### src/rtl/brlr_pkg.sv
// Shared types and constants of the line rasterizer.
`timescale 1ns / 1ps

package brlr_pkg;

    localparam int CFG_IDX_W = 1;
    localparam int DIM_W     = 7;

    localparam logic [CFG_IDX_W-1:0] CFG_CANVAS_WIDTH  = 1'b0;
    localparam logic [CFG_IDX_W-1:0] CFG_CANVAS_HEIGHT = 1'b1;

    localparam logic [DIM_W-1:0] DIM_RESET = 7'd64;

    typedef struct packed {
        logic signed [7:0] start_x;
        logic signed [7:0] start_y;
        logic signed [7:0] end_x;
        logic signed [7:0] end_y;
        logic [31:0]       line_color;
    } t_line_cmd;

    typedef struct packed {
        logic [5:0]  pixel_x;
        logic [5:0]  pixel_y;
        logic [11:0] pixel_address;
        logic [31:0] pixel_color;
        logic        visible;
        logic        last;
    } t_pixel_wr;

    typedef struct packed {
        logic load;
        logic advance;
        logic finish;
    } t_ctrl_cmd;

    typedef struct packed {
        logic stall;
        logic at_end;
        logic out_free;
    } t_dp_status;

endpackage

### src/rtl/brlr_ctrl.sv
// Sequencer of the line rasterizer: load, step along the major axis, flush.
`timescale 1ns / 1ps

module brlr_ctrl (
    input  logic                  i_clk,
    input  logic                  i_rst_n,
    input  logic                  i_in_valid,
    output logic                  o_in_ready,
    input  brlr_pkg::t_dp_status  i_status,
    output brlr_pkg::t_ctrl_cmd   o_cmd
);

    typedef enum logic [2:0] {
        S_IDLE  = 3'b001,
        S_STEP  = 3'b010,
        S_FINAL = 3'b100
    } t_state;

    t_state r_state;
    t_state n_state;

    always_comb begin
        n_state = r_state;
        o_cmd   = '0;
        unique case (r_state)
            S_IDLE: begin
                o_cmd.load = i_in_valid;
                if (i_in_valid) begin
                    n_state = S_STEP;
                end
            end
            S_STEP: begin
                o_cmd.advance = !i_status.stall;
                if (!i_status.stall && i_status.at_end) begin
                    n_state = S_FINAL;
                end
            end
            S_FINAL: begin
                o_cmd.finish = i_status.out_free;
                if (i_status.out_free) begin
                    n_state = S_IDLE;
                end
            end
            default: begin
                n_state = S_IDLE;
            end
        endcase
    end

    always_ff @(posedge i_clk) begin
        if (!i_rst_n) begin
            r_state <= S_IDLE;
        end else begin
            r_state <= n_state;
        end
    end

    assign o_in_ready = (r_state == S_IDLE);

    a_load_only_idle: assert property (@(posedge i_clk) disable iff (!i_rst_n)
        o_cmd.load |-> (r_state == S_IDLE))
        else $error("load outside idle");

    a_finish_to_idle: assert property (@(posedge i_clk) disable iff (!i_rst_n)
        o_cmd.finish |=> (r_state == S_IDLE))
        else $error("finish did not return to idle");

    a_one_cmd: assert property (@(posedge i_clk) disable iff (!i_rst_n)
        $onehot0({o_cmd.load, o_cmd.advance, o_cmd.finish}))
        else $error("more than one command");

endmodule

### src/rtl/brlr_datapath.sv
// Datapath of the line rasterizer: setup, error term stepping, clip, address, output word.
`timescale 1ns / 1ps

module brlr_datapath #(
    parameter int MAX_DIM = 64
) (
    input  logic                                 i_clk,
    input  logic                                 i_rst_n,
    input  brlr_pkg::t_ctrl_cmd                  i_cmd,
    output brlr_pkg::t_dp_status                 o_status,
    input  brlr_pkg::t_line_cmd                  i_in_word,
    input  logic                                 i_cfg_valid,
    input  logic [brlr_pkg::CFG_IDX_W-1:0]       i_cfg_index,
    input  logic [brlr_pkg::DIM_W-1:0]           i_cfg_data,
    output logic                                 o_out_valid,
    input  logic                                 i_out_ready,
    output brlr_pkg::t_pixel_wr                  o_out_word
);

    localparam logic [brlr_pkg::DIM_W-1:0] DIM_MAX = brlr_pkg::DIM_W'(MAX_DIM);

    logic [brlr_pkg::DIM_W-1:0] r_width;
    logic [brlr_pkg::DIM_W-1:0] r_height;

    logic              r_steep;
    logic signed [8:0] r_major;
    logic signed [8:0] r_maj1;
    logic signed [8:0] r_minor;
    logic              r_step_neg;
    logic [7:0]        r_dmaj;
    logic [7:0]        r_dmin;
    logic signed [9:0] r_e;
    logic [31:0]       r_color;

    brlr_pkg::t_pixel_wr r_pend;
    logic                r_pend_v;
    brlr_pkg::t_pixel_wr r_out;
    logic                r_out_v;

    // setup
    logic signed [8:0] dx, dy;
    logic [7:0]        adx, ady;
    logic              steep;
    logic signed [7:0] a_maj, a_min, b_maj, b_min;
    logic signed [7:0] maj0, min0, maj1, min1;
    logic              swap;
    logic [8:0]        dmaj_full;

    always_comb begin
        dx    = {i_in_word.end_x[7], i_in_word.end_x}
              - {i_in_word.start_x[7], i_in_word.start_x};
        dy    = {i_in_word.end_y[7], i_in_word.end_y}
              - {i_in_word.start_y[7], i_in_word.start_y};
        adx   = dx[8] ? 8'(-dx) : dx[7:0];
        ady   = dy[8] ? 8'(-dy) : dy[7:0];
        steep = ady > adx;
        a_maj = steep ? i_in_word.start_y : i_in_word.start_x;
        a_min = steep ? i_in_word.start_x : i_in_word.start_y;
        b_maj = steep ? i_in_word.end_y   : i_in_word.end_x;
        b_min = steep ? i_in_word.end_x   : i_in_word.end_y;
        swap  = a_maj > b_maj;
        maj0  = swap ? b_maj : a_maj;
        min0  = swap ? b_min : a_min;
        maj1  = swap ? a_maj : b_maj;
        min1  = swap ? a_min : b_min;
        dmaj_full = {maj1[7], maj1} - {maj0[7], maj0};
    end

    // current pixel, clip and address
    logic [brlr_pkg::DIM_W-1:0] w_eff, h_eff, bound;
    logic signed [8:0]          col, row;
    logic                       hit, beyond;
    logic [12:0]                addr_full;

    always_comb begin
        w_eff  = (r_width  > DIM_MAX) ? DIM_MAX : r_width;
        h_eff  = (r_height > DIM_MAX) ? DIM_MAX : r_height;
        bound  = r_steep ? h_eff : w_eff;
        col    = r_steep ? r_minor : r_major;
        row    = r_steep ? r_major : r_minor;
        hit    = !col[8] && (col[7:0] < {1'b0, w_eff})
              && !row[8] && (row[7:0] < {1'b0, h_eff});
        beyond = !r_major[8] && (r_major[7:0] >= {1'b0, bound});
        addr_full = 13'(row[5:0]) * 13'(w_eff) + 13'(col[5:0]);
    end

    // error term
    logic signed [9:0]  e_sum;
    logic signed [10:0] e_twice, dmaj_ext;
    logic               take_minor;

    always_comb begin
        e_sum      = r_e + $signed({2'b00, r_dmin});
        e_twice    = {e_sum, 1'b0};
        dmaj_ext   = $signed({3'b000, r_dmaj});
        take_minor = e_twice >= dmaj_ext;
    end

    logic out_free;
    assign out_free = !r_out_v || i_out_ready;

    assign o_status.stall    = hit && r_pend_v && !out_free;
    assign o_status.at_end   = (r_major == r_maj1) || beyond;
    assign o_status.out_free = out_free;

    // final word: held pixel or blank, flagged last
    brlr_pkg::t_pixel_wr fin_word;

    always_comb begin
        fin_word      = r_pend_v ? r_pend : '0;
        fin_word.last = 1'b1;
    end

    always_ff @(posedge i_clk) begin
        if (!i_rst_n) begin
            r_width  <= brlr_pkg::DIM_RESET;
            r_height <= brlr_pkg::DIM_RESET;
        end else if (i_cfg_valid) begin
            unique case (i_cfg_index)
                brlr_pkg::CFG_CANVAS_WIDTH:  r_width  <= i_cfg_data;
                brlr_pkg::CFG_CANVAS_HEIGHT: r_height <= i_cfg_data;
                default: ;
            endcase
        end
    end

    always_ff @(posedge i_clk) begin
        if (i_cmd.load) begin
            r_steep    <= steep;
            r_major    <= {maj0[7], maj0};
            r_maj1     <= {maj1[7], maj1};
            r_minor    <= {min0[7], min0};
            r_step_neg <= min1 < min0;
            r_dmaj     <= dmaj_full[7:0];
            r_dmin     <= steep ? adx : ady;
            r_e        <= '0;
            r_color    <= i_in_word.line_color;
        end else if (i_cmd.advance) begin
            r_major <= r_major + 9'sd1;
            if (take_minor) begin
                r_minor <= r_step_neg ? r_minor - 9'sd1 : r_minor + 9'sd1;
                r_e     <= e_sum - $signed({2'b00, r_dmaj});
            end else begin
                r_e     <= e_sum;
            end
        end
    end

    always_ff @(posedge i_clk) begin
        if (i_cmd.advance && hit) begin
            r_pend.pixel_x       <= col[5:0];
            r_pend.pixel_y       <= row[5:0];
            r_pend.pixel_address <= addr_full[11:0];
            r_pend.pixel_color   <= r_color;
            r_pend.visible       <= 1'b1;
            r_pend.last          <= 1'b0;
        end
        if (i_cmd.advance && hit && r_pend_v) begin
            r_out <= r_pend;
        end else if (i_cmd.finish) begin
            r_out <= fin_word;
        end
    end

    always_ff @(posedge i_clk) begin
        if (!i_rst_n) begin
            r_pend_v <= 1'b0;
            r_out_v  <= 1'b0;
        end else begin
            if (i_cmd.finish) begin
                r_pend_v <= 1'b0;
            end else if (i_cmd.advance && hit) begin
                r_pend_v <= 1'b1;
            end
            if ((i_cmd.advance && hit && r_pend_v) || i_cmd.finish) begin
                r_out_v <= 1'b1;
            end else if (i_out_ready) begin
                r_out_v <= 1'b0;
            end
        end
    end

    assign o_out_valid = r_out_v;
    assign o_out_word  = r_out;

    a_no_overwrite: assert property (@(posedge i_clk) disable iff (!i_rst_n)
        (i_cmd.advance && hit && r_pend_v) |-> out_free)
        else $error("pending pixel pushed into a full output register");

    a_finish_last: assert property (@(posedge i_clk) disable iff (!i_rst_n)
        i_cmd.finish |=> (r_out_v && r_out.last && !r_pend_v))
        else $error("final word not flagged last");

    a_blank_is_last: assert property (@(posedge i_clk) disable iff (!i_rst_n)
        (r_out_v && !r_out.visible) |-> r_out.last)
        else $error("blank word without last");

endmodule

### src/rtl/bresenham_line_rasterizer_unit.sv
// Top level of the Bresenham line rasterizer: sequencer plus datapath.
//
//  channel | direction | handshake                  | word
//  in      | input     | i_in_valid / o_in_ready    | i_in_word   (t_line_cmd)
//  out     | output    | o_out_valid / i_out_ready  | o_out_word  (t_pixel_wr)
//  cfg     | input     | i_cfg_valid / o_cfg_ready  | i_cfg_index, i_cfg_data
//
// A line is set up, then stepped along the major axis from the first endpoint to the
// last one or to the far canvas edge, then flushed; a new line is taken only in idle.
// Each visible pixel is held until the next one, so the last one can carry the last flag.
// A full output register stalls stepping when a held pixel must move to it, and it holds
// back the flush; the config port is always ready.
// Synchronous active-low reset sets both canvas sizes to 64.
`timescale 1ns / 1ps

module bresenham_line_rasterizer_unit #(
    parameter int MAX_DIM = 64
) (
    input  logic                            i_clk,
    input  logic                            i_rst_n,
    input  logic                            i_in_valid,
    output logic                            o_in_ready,
    input  brlr_pkg::t_line_cmd             i_in_word,
    output logic                            o_out_valid,
    input  logic                            i_out_ready,
    output brlr_pkg::t_pixel_wr             o_out_word,
    input  logic                            i_cfg_valid,
    output logic                            o_cfg_ready,
    input  logic [brlr_pkg::CFG_IDX_W-1:0]  i_cfg_index,
    input  logic [brlr_pkg::DIM_W-1:0]      i_cfg_data
);

    brlr_pkg::t_ctrl_cmd  cmd;
    brlr_pkg::t_dp_status status;

    assign o_cfg_ready = 1'b1;

    brlr_ctrl u_ctrl (
        .i_clk      (i_clk),
        .i_rst_n    (i_rst_n),
        .i_in_valid (i_in_valid),
        .o_in_ready (o_in_ready),
        .i_status   (status),
        .o_cmd      (cmd)
    );

    brlr_datapath #(
        .MAX_DIM (MAX_DIM)
    ) u_datapath (
        .i_clk       (i_clk),
        .i_rst_n     (i_rst_n),
        .i_cmd       (cmd),
        .o_status    (status),
        .i_in_word   (i_in_word),
        .i_cfg_valid (i_cfg_valid),
        .i_cfg_index (i_cfg_index),
        .i_cfg_data  (i_cfg_data),
        .o_out_valid (o_out_valid),
        .i_out_ready (i_out_ready),
        .o_out_word  (o_out_word)
    );

endmodule
### config.mk
export PLATFORM = sky130hd
export DESIGN_NAME = bresenham_line_rasterizer_unit
export DESIGN_NICKNAME = d
export VERILOG_FILES = /design/src/rtl/brlr_pkg.sv /design/src/rtl/brlr_ctrl.sv /design/src/rtl/brlr_datapath.sv /design/src/rtl/bresenham_line_rasterizer_unit.sv
export SDC_FILE = /design/constraint.sdc
export NUM_CORES = 1
export LEC_CHECK = 0
export BUFFER_PORTS_ARGS = -buffer_cell sky130_fd_sc_hd__buf_2
export CORE_MARGIN = 2
export CORE_UTILIZATION = 57
export DETAILED_ROUTE_END_ITERATION = 16
export PLACE_DENSITY_LB_ADDON = 0.05
export SYNTH_ARGS = -nofsm -noshare
export SYNTH_HDL_FRONTEND = slang
export SYNTH_SLANG_ARGS = --single-unit
### constraint.sdc
create_clock -name i_clk -period 8.7 [get_ports i_clk]
set_input_delay 0 -clock i_clk [delete_from_list [all_inputs] [get_ports i_clk]]
set_output_delay 0 -clock i_clk [all_outputs]
set_load 0.02 [all_outputs]
# Word-level counts from Yosys, hierarchy flattened
# Index checks and enable logic that the tools add are counted.
# word_totals
reg_bits,219
latch_bits,0
mem_bits_rw,0
romBits,0
inputBits,77
output_inout_bits,61
mem_count,0
# op_classes
add_sub_neg,11
n_mul,1
n_div,0
n_lt_le_gt_ge,9
eq_ne,7
shifts,0
muxes,35
bitwise,2
reduce_logical,27
# ops
operator,n
2-to-1 mux 58 bit,3
2-to-1 mux 8 bit,11
2-to-1 mux 9 bit,8
2-to-1 mux 7 bit,3
"adder 9 x 2 -> 9 bit, second input constant",2
subtractor 8 x 8 -> 9 bit,2
greater-than comparator 8 bit,2
< comparator 8 x 7 -> 1 bit,2
negation 8 bit,2
"greater-than comparator 7 bit, second input constant",2
adder 12 x 6 -> 12 bit,1
multiplier 6 x 7 -> 12 bit,1
>= comparator 11 x 9 -> 1 bit,1
adder 10 x 9 -> 10 bit,1
2-to-1 mux 10 bit,1
subtractor 10 x 9 -> 10 bit,1
== test 9 x 8 -> 1 bit,1
logical AND 1 bit,9
2-to-1 mux 3 bit,3
one-hot mux 3 bit (3 select lines),1
"subtractor 9 x 2 -> 9 bit, second input constant",1
>= comparator 8 x 7 -> 1 bit,1
< comparator 8 bit,1
nonzero test 2 bit,4
13 further kinds,28

# Logic depth before layout (Yosys ltp)
# Gate-level depths: netlist of run 1.
# logic_depth
word_depth,14
mapped_depth,41
mapped_depth_nobuf,38

# Hierarchy
# From an unflattened synthesis of run 1, not the netlist that was laid out.
# unflattened
cells_unflattened,1311
area_unflattened_um2,13900.8
# by_module_without_submodules
mod,n_inst,cells_per_inst,area_per_inst_um2,seq_area_each_um2
brlr_datapath,1,1291,13725.7,6226.0
brlr_ctrl,1,18,163.9,60.1
bresenham_line_rasterizer_unit,1,2,11.3,0.0

# Worst setup path before layout of run 1
# Ideal clock, no wire load.
# synth_path
path_type,input to register
start,input i_in_word[41] (netlist name)
end,"register u_datapath.r_dmaj[6], data pin"
arrival_time_ns,7.233
required_time_ns,8.431
slack_ns,1.199
cell_stages,37
n_path_buf,5
path_cell_list,clkbuf_1 > inv_1 > fa_1 > nor2b_1 > o21ai_0 > nand2b_1 > a21o_1 > nand2_1 > a21boi_0 > nor4_1 > a21oi_1 > nor2_1 > xnor2_1 > ha_1 > a211oi_1 > nor2_1 > o31a_1 > nand2_1 > clkbuf_1 > mux2i_1 > ha_1 > a21o_1 > a31oi_1 > o21ai_0 > a21oi_1 > a211oi_4 > nor3_2 > clkbuf_1 > buf_2 > clkbuf_1 > and3_1 > nor2_1 > ha_1 > a2111oi_0 > and2_1 > o31ai_1 > xor2_1
# synth_via
elab_chain_len,8
# synth_lines
element,line_no,text
from (decl),bresenham_line_rasterizer_unit.sv:23,"input brlr_pkg::t_line_cmd i_in_word,"
subtractor 8 x 8 -> 9 bit,brlr_datapath.sv:51,"- {i_in_word.start_x[7], i_in_word.start_x};"
negation 8 bit,brlr_datapath.sv:54,adx = dx[8] ? 8'(-dx) : dx[7:0];
2-to-1 mux 8 bit,brlr_datapath.sv:54,
greater-than comparator 8 bit,brlr_datapath.sv:56,steep = ady > adx;
2-to-1 mux 8 bit (on tied branches),"brlr_datapath.sv:57, brlr_datapath.sv:59",
greater-than comparator 8 bit,brlr_datapath.sv:61,swap = a_maj > b_maj;
2-to-1 mux 8 bit (on tied branches),"brlr_datapath.sv:64, brlr_datapath.sv:62",
subtractor 8 bit *,brlr_datapath.sv:66,"dmaj_full = {maj1[7], maj1} - {maj0[7], maj0};"
named net u_datapath.dmaj_full[6],brlr_datapath.sv:47,logic [8:0] dmaj_full;
to (signal assigned),brlr_datapath.sv:134,r_dmaj <= dmaj_full[7:0];
to (decl),brlr_datapath.sv:30,logic [7:0] r_dmaj;
# Mark *: on every way through the listed nets, which the timed path passes. The rest lies on a longest branch.
# A chain may end at the register's enable or synchronous reset.

# Worst setup path in the final report of run 1
# layout_path
start,input i_in_word[40] (netlist name)
end,"register u_datapath.r_step_neg, data pin"
# layout_via
elab_chain_len,8
# layout_lines
element,line_no,text
subtractor 8 x 8 -> 9 bit,brlr_datapath.sv:51,
negation 8 bit,brlr_datapath.sv:54,
2-to-1 mux 8 bit,brlr_datapath.sv:54,
greater-than comparator 8 bit,brlr_datapath.sv:56,
2-to-1 mux 8 bit (on tied branches),"brlr_datapath.sv:57, brlr_datapath.sv:59",
greater-than comparator 8 bit,brlr_datapath.sv:61,
2-to-1 mux 8 bit (on tied branches),"brlr_datapath.sv:65, brlr_datapath.sv:63",
< comparator 8 bit *,brlr_datapath.sv:133,r_step_neg <= min1 < min0;
to (signal assigned),brlr_datapath.sv:133,
to (decl),brlr_datapath.sv:29,logic r_step_neg;
# Every way passes the cells marked *; elsewhere a longest branch is shown, timed or not.

==> results.cfg, run 1 <==
[critical_path]
start_kind = input port
worst_path_largest_cell_delay_ps = 600
cp_slowest_cell = nor3_4
path_max_fanout = 59
cp.arrival_ps = 7810
cp-end-kind = flop
critical_path_required_ps = 9060
path_class = input port to flop

[die]
initial_core_util_pct = 57.7
die_y_um = 160
io_pins = 138
core_um2 = 24100
die_x_um = 160
die_area_um2 = 25700
num_rows = 57

[global_routing]
grt_max_degree = 67
grt_use_total_pct = 24.5
antenna_found_initial = 0
overflow = 0
grt_pass1_vias = 9803
grt_first_pass_wirelength_um = 50500

[logic_synthesis]
syn_nets = 1544
ys_seq_elements = 219
yosys.area.top_type = edfxtp_1
synth_area_per_cell_um2 = 10.5
synth_top_cell_area_share_pct = 41.0
synth_edf_count = 190
yosysSeqAreaShare_pct = 45.2
synth_flop_cell = edfxtp_1
synth_area_leaders = edfxtp_1, ha_1, dfxtp_1
ys_async_sr_fraction_pct = 0
syn-cell-area_um2 = 13900
synth.distinct_cells = 70
ys_warn_count = 0
synthCells = 1320

[clock_tree]
cts-resized-gates = 0
postCtsHoldBufs = 55
insertion_delay_ps = 510
cts_setup_buffers = 0
path_clk_slew_ps = 60
cts_tree = done
clock_path_buffers = 3
root_buffer = clkbuf_16
htreeDepth = 1
clock-sinks = 219
cts_buffers = 24

[place]
gp_congestion = 0.963
port-buffer-count = 136
hpwlAfterDp_um = 22800

[sta]
fin_crit_sh_pct = 85.5
final-max-slew-violation-count = 0
skew_ps = 19.2
fmax_mhz = 134
tightestPinTransition_ps = 1090
finalHoldViolCount = 0
max_slew_margin_pct = 27.1
setup_violations = 0
fin_tns_setup_ps = 0
min_period_ps = 7440
rsz0062_at_grt = false

[finish]
areaGrowthSynthToFinish_pct = 16.8
drive_above_1_share_pct = 14.2
layout.nets = 1722

[detailed_routing]
drt_first_pass_iters = 5
wl_per_cell_um = 16.9
drt_iter0_drc = 836
drc_errors = 0
wl_um = 31000
avgViaCountPerCell = 5.50
dr_total_vias = 10100
final_antenna_net_count = 0

[outcome]
status = completed

[worst_hold_path]
min_path_type = input port to flop

[pwr]
peakVddDrop_mv = 0.417
total_power_mw = 6.53
p_per_area_nw_per_um2 = 402
power_leakage_nw = 6.59

[flow_run]
maxCapViolCount = 0
-- sequential cells by signal, summed over array words and instances, names as in the netlist, 8 cells and up --
name,flops
u_datapath.o_out_word,58
u_datapath.r_color,32
u_datapath.r_dmaj,8
u_datapath.r_dmin,8
u_datapath.r_e,10
u_datapath.r_maj1,8
u_datapath.r_major,9
u_datapath.r_minor,9
u_datapath.r_pend,56
-- layer usage --
| layer | part of all wire [%] | vias to the layer above | wire length (µm) | global-route usage (%) |
|---|---|---|---|---|
| met5 | 0 | - | 0 | 0 |
| met4 | 1.7 | 0 | 512 | 5.77 |
| met3 | 6.3 | 42 | 1960 | 3.35 |
| met2 | 46 | 336 | 14400 | 40.0 |
| met1 | 46 | 4714 | 14200 | 34.9 |
| li1 | - | 5018 | - | - |
-- per-stage QoR --
stage               cell area, µm²  utilization [%]  hold WS (ps)  worst slack (ps)  std cells
finish                       16200             67.4          90.0              1260       1839
global route                 16200             67.4          83.0               537       1838
CTS                          16200             67.4          58.2              1360       1838
detailed placement           14900             61.9           178               846       1741
global placement             14900             61.9           177              1050       1741
floorplan                    13900                -          98.9              1200       1320
-- synth_stat cells (5+ instances only) --
cell type / count
xor2_1: 30
xnor2_1: 49
a21o_1: 23
a211oi_1: 10
edfxtp_1: 190
ha_1: 119
buf_1: 5
o21a_1: 13
nor2_1: 94
a21boi_0: 13
dfxtp_1: 29
o21ai_0: 47
mux2i_1: 44
nand2b_1: 18
nor4_1: 5
a21oi_1: 90
fa_1: 28
nor3_1: 13
or3_1: 6
a31oi_1: 10
o211ai_1: 10
mux2_2: 10
clkbuf_1: 39
nand3_1: 22
o21bai_1: 15
buf_2: 6
and2_1: 72
nor3b_1: 6
inv_1: 98
nand2_1: 110
nor2b_1: 33
nand4_1: 5
-- cell type report --
cell class	count	area [µm²]
Tap cell	324	405
Timing Repair Buffer	203	1330
Multi-Input combinational cell	950	7070
Clock inverter	15	140
Clock buffer	27	633
Fill cell	1880	7860
Antenna cell	1	2.50
Sequential cell	219	6290
Inverter	100	375
-- kinds of logic (layout without fill, tap and decap cells) --
family	count (synthesis)	in the layout	share of synthesized area (%)
other	1	2	0.0270
flip-flops	219	219	45.2
multiplexers	55	55	4.07
buffers and inverters	151	345	4.16
AO/OA/AOI/OAI	264	264	12.3
XOR/XNOR	79	79	4.97
adder cells (fa/ha/maj)	149	149	14.9
AND/OR/NAND/NOR	402	402	14.4
-- report_power, final --
group	switching [mW]	total, mW	internal [mW]
clock	0.404	0.989	0.585
combinational	2.33	3.98	1.65
sequential	0.134	1.56	1.43
total	2.87	6.53	3.66
-- cell usage in the layout, fill, tap and decap left out, types with 15 or more instances in the layout --
cell type      instances
and2_1                71
inv_1                 98
clkbuf_16             25
mux2i_1               44
o21bai_1              15
xnor2_1               49
buf_2                136
nand3_1               22
a21o_1                23
a21oi_1               90
edfxtp_1             190
nor2b_1               33
dfxtp_1               29
o21ai_0               46
ha_1                 119
nand2_1              109
dlygate4sd3_1         55
nand2b_1              18
xor2_1                30
nor2_1                93
fa_1                  28
-- worst max-delay path, delay by kind of cell --
family	cells	cell delay [ps]
AND/OR/NAND/NOR	10	1540
XOR/XNOR	1	210
buffers and inverters	4	780
multiplexers	2	590
adder cells (fa/ha/maj)	5	1550
AO/OA/AOI/OAI	14	3100
-- path summary, 6_finish.rpt --
check,from,to,slack (ps),cells after the start
hold / removal,i_in_word[41],u_datapath.r_maj1[1],90,3
hold reg to reg,u_datapath.r_color[30],u_datapath.r_pend[32],410,0
setup / recovery,i_in_word[40],u_datapath.r_step_neg,1260,36
setup reg to reg,u_datapath.r_steep,u_datapath.r_pend[45],2820,18
Note: power is estimated with default switching activity, not from simulation.
==> run 2, diff against run 1 <==
--- a/config.mk
+++ b/config.mk
@@ -5,6 +5,7 @@
 export SDC_FILE = /design/constraint.sdc
 export NUM_CORES = 1
 export LEC_CHECK = 0
+export ABC_AREA = 1
 export BUFFER_PORTS_ARGS = -buffer_cell sky130_fd_sc_hd__buf_2
 export CORE_MARGIN = 2
 export CORE_UTILIZATION = 57
==> results.cfg, run 2 <==
[outcome]
status = completed

[sta]
final-max-slew-violation-count = 0
max_slew_margin_pct = 25.9
fin_crit_sh_pct = 77.0
min_period_ps = 6700
setup_violations = 0
fin_tns_setup_ps = 0
finalHoldViolCount = 0
rsz0062_at_grt = false
skew_ps = 8.87
fmax_mhz = 149
tightestPinTransition_ps = 1100

[logic_synthesis]
syn-cell-area_um2 = 13500
synthAdderAreaFrac_pct = 15.2
ys_warn_count = 0
ys_async_sr_fraction_pct = 0
synth-simple-area-share_pct = 15.6
synth_mux_area_share_pct = 0.0741
synth_top_cell_area_share_pct = 42.2
synthCells = 1473
synth-compound-area-share_pct = 9.97
yosys.area.top_type = edfxtp_1
synth_edf_count = 190
synth.distinct_cells = 47
synth_area_leaders = edfxtp_1, ha_1, nand2_1
synth_flop_cell = edfxtp_1
synth_commonest_cells = nand2_1, inv_1, edfxtp_1
synth_area_per_cell_um2 = 9.18
ys_seq_elements = 219
syn_nets = 1697
synth_top_family_by_area = simple AND/OR/NAND/NOR gates
yosysMostFrequentCell = nand2_1
synth_xor_area_share_pct = 4.54
yosysSeqAreaShare_pct = 46.5

[die]
io_pins = 138
die_y_um = 158
num_rows = 56
core_um2 = 23400
die_area_um2 = 25000
die_x_um = 158
initial_core_util_pct = 57.8

[worst_hold_path]
min_to = u_datapath.r_maj1[3]
min_path_type = input port to flop
min_delay_path_depth = 5
hp-start = i_in_word[43]

[finish]
areaGrowthSynthToFinish_pct = 17.1
final_cell_mix = nand2_1, inv_1, edfxtp_1, buf_2, o21ai_0
insertedDiodeCount = 0
layout.nets = 1885
n_fill_cell = 1968
seq_area_um2 = 6290
largest_reg_flops = 58
multiInputGateArea_um2 = 6140
mostFrequentLayoutCell = nand2_1
drive_above_1_share_pct = 13.6

[critical_path]
worstReg2RegStart = u_datapath.r_steep
startpoint = i_in_word[40]
regToRegSetupSlack_ps = 3310
path_class = input port to flop
cp-end-kind = flop
path_max_fanout = 53
cp.arrival_ps = 6990
start_kind = input port
worstRegToRegCells = 19
worst_path_largest_cell_delay_ps = 490
path_common_cell = nand2_1
crit_buf_inv = 5
critical_path_required_ps = 8980
crit_family = simple AND/OR/NAND/NOR gates
cp_slowest_cell = o21ai_0
r2r-end = u_datapath.r_pend[44]

[global_routing]
grt_first_pass_wirelength_um = 47500
antenna_found_initial = 0
grt_max_degree = 70
overflow = 0
grt_pass1_vias = 9705
grt_use_total_pct = 24.3

[place]
hpwlAfterDp_um = 22800
port-buffer-count = 136
gp_congestion = 0.945

[pwr]
power_leakage_nw = 7.60
peakVddDrop_mv = 0.584
p_per_area_nw_per_um2 = 383
total_power_mw = 6.06

[detailed_routing]
drt_iter0_drc = 634
wl_met1_um = 13000
dr_total_vias = 10200
wl_met3_um = 1310
drt_first_pass_iters = 5
drc_errors = 0
avgViaCountPerCell = 5.11
wl_um = 30300
routed.top_layer = met4
final_antenna_net_count = 0
wl_met2_um = 15000
wl_per_cell_um = 15.2

[clock_tree]
cts_buffers = 24
root_buffer = clkbuf_16
clock_path_buffers = 3
htreeDepth = 1
clock-sinks = 219
path_clk_slew_ps = 60
cts_tree = done
insertion_delay_ps = 520

[flow_run]
maxCapViolCount = 0
==> run 2: cell count changes after synthesis, moves of 16 or more <==
cell / change
a21o_1: -21
mux2i_1: -43
a21oi_1: -31
xor2_1: +23
nand2_1: +221
nor2b_1: -33
nand3_1: +17
nand2b_1: -18
nand2_2: +16
and2_1: -72
inv_1: +143
xnor2_1: -32
o21ai_0: +83
==> run 2: cells by family (layout without fill, tap and decap cells) <==
group / Yosys count / in the layout
buffers and inverters: 284 / 489
XOR/XNOR: 70 / 70
AO/OA/AOI/OAI: 244 / 244
adder cells (fa/ha/maj): 147 / 147
AND/OR/NAND/NOR: 507 / 507
flip-flops: 219 / 219
other: 1 / 1
multiplexers: 1 / 1
==> run 2: where the power goes <==
group	switching, mW	leakage [nW]	internal (mW)	total, mW
sequential	0.106	2.00	1.44	1.55
clock	0.415	0.379	0.598	1.01
combinational	2.27	5.22	1.23	3.51
total	2.80	7.60	3.27	6.06
==> run 2: how the worst max path moves through the flow <==
stage | endpoint | cells after the start | slack, ps
finish | u_datapath.r_step_neg | 38 | 2000
floorplan | u_datapath.r_step_neg | 43 | 2250
global placement | u_datapath.r_step_neg | 38 | 1780
CTS | u_datapath.r_step_neg | 38 | 2090
global route | u_datapath.r_step_neg | 38 | 1240
detailed placement | u_datapath.r_step_neg | 38 | 1540
==> run 2: timing repair <==
action	in CTS	in global routing
hold endpoints to repair	51	0
setup buffers	0	0
resized for setup	0	0
hold buffers	53	0
==> run 2: layout make-up <==
class,instances,area share [%]
sequential,219,39.7
multi-input combinational,970,38.8
timing repair buffer,197,8.03
inverter,249,5.92
clock buffer,26,3.84
tap,319,2.52
clock inverter,17,1.15
==> run 2: worst min-delay path: stages <==
cell and delay, ps:
buf_2 120, nand2_2 60, nand2_2 100, nand2_1 80, o21ai_2 80
==> run 2: per-layer routing <==
layer | vias up | global-route usage (%)
met2 | 240 | 44.1
li1 | 5206 | -
met3 | 50 | 3.04
met5 | - | 0
met4 | 0 | 7.68
met1 | 4714 | 30.3
==> run 2: stage by stage <==
stage                     area [µm²]  utilization, %  hold WS [ps]  worst slack [ps]  std cells
final                          15800            67.6          38.1              2000       1997
after floorplan                13500               -          98.9              2250       1473
after global routing           15800            67.6          63.0              1240       1997
after global placement         14500            62.0           177              1780       1901
after detailed placement       14500            62.0           178              1540       1901
after CTS                      15800            67.6          25.3              2090       1997
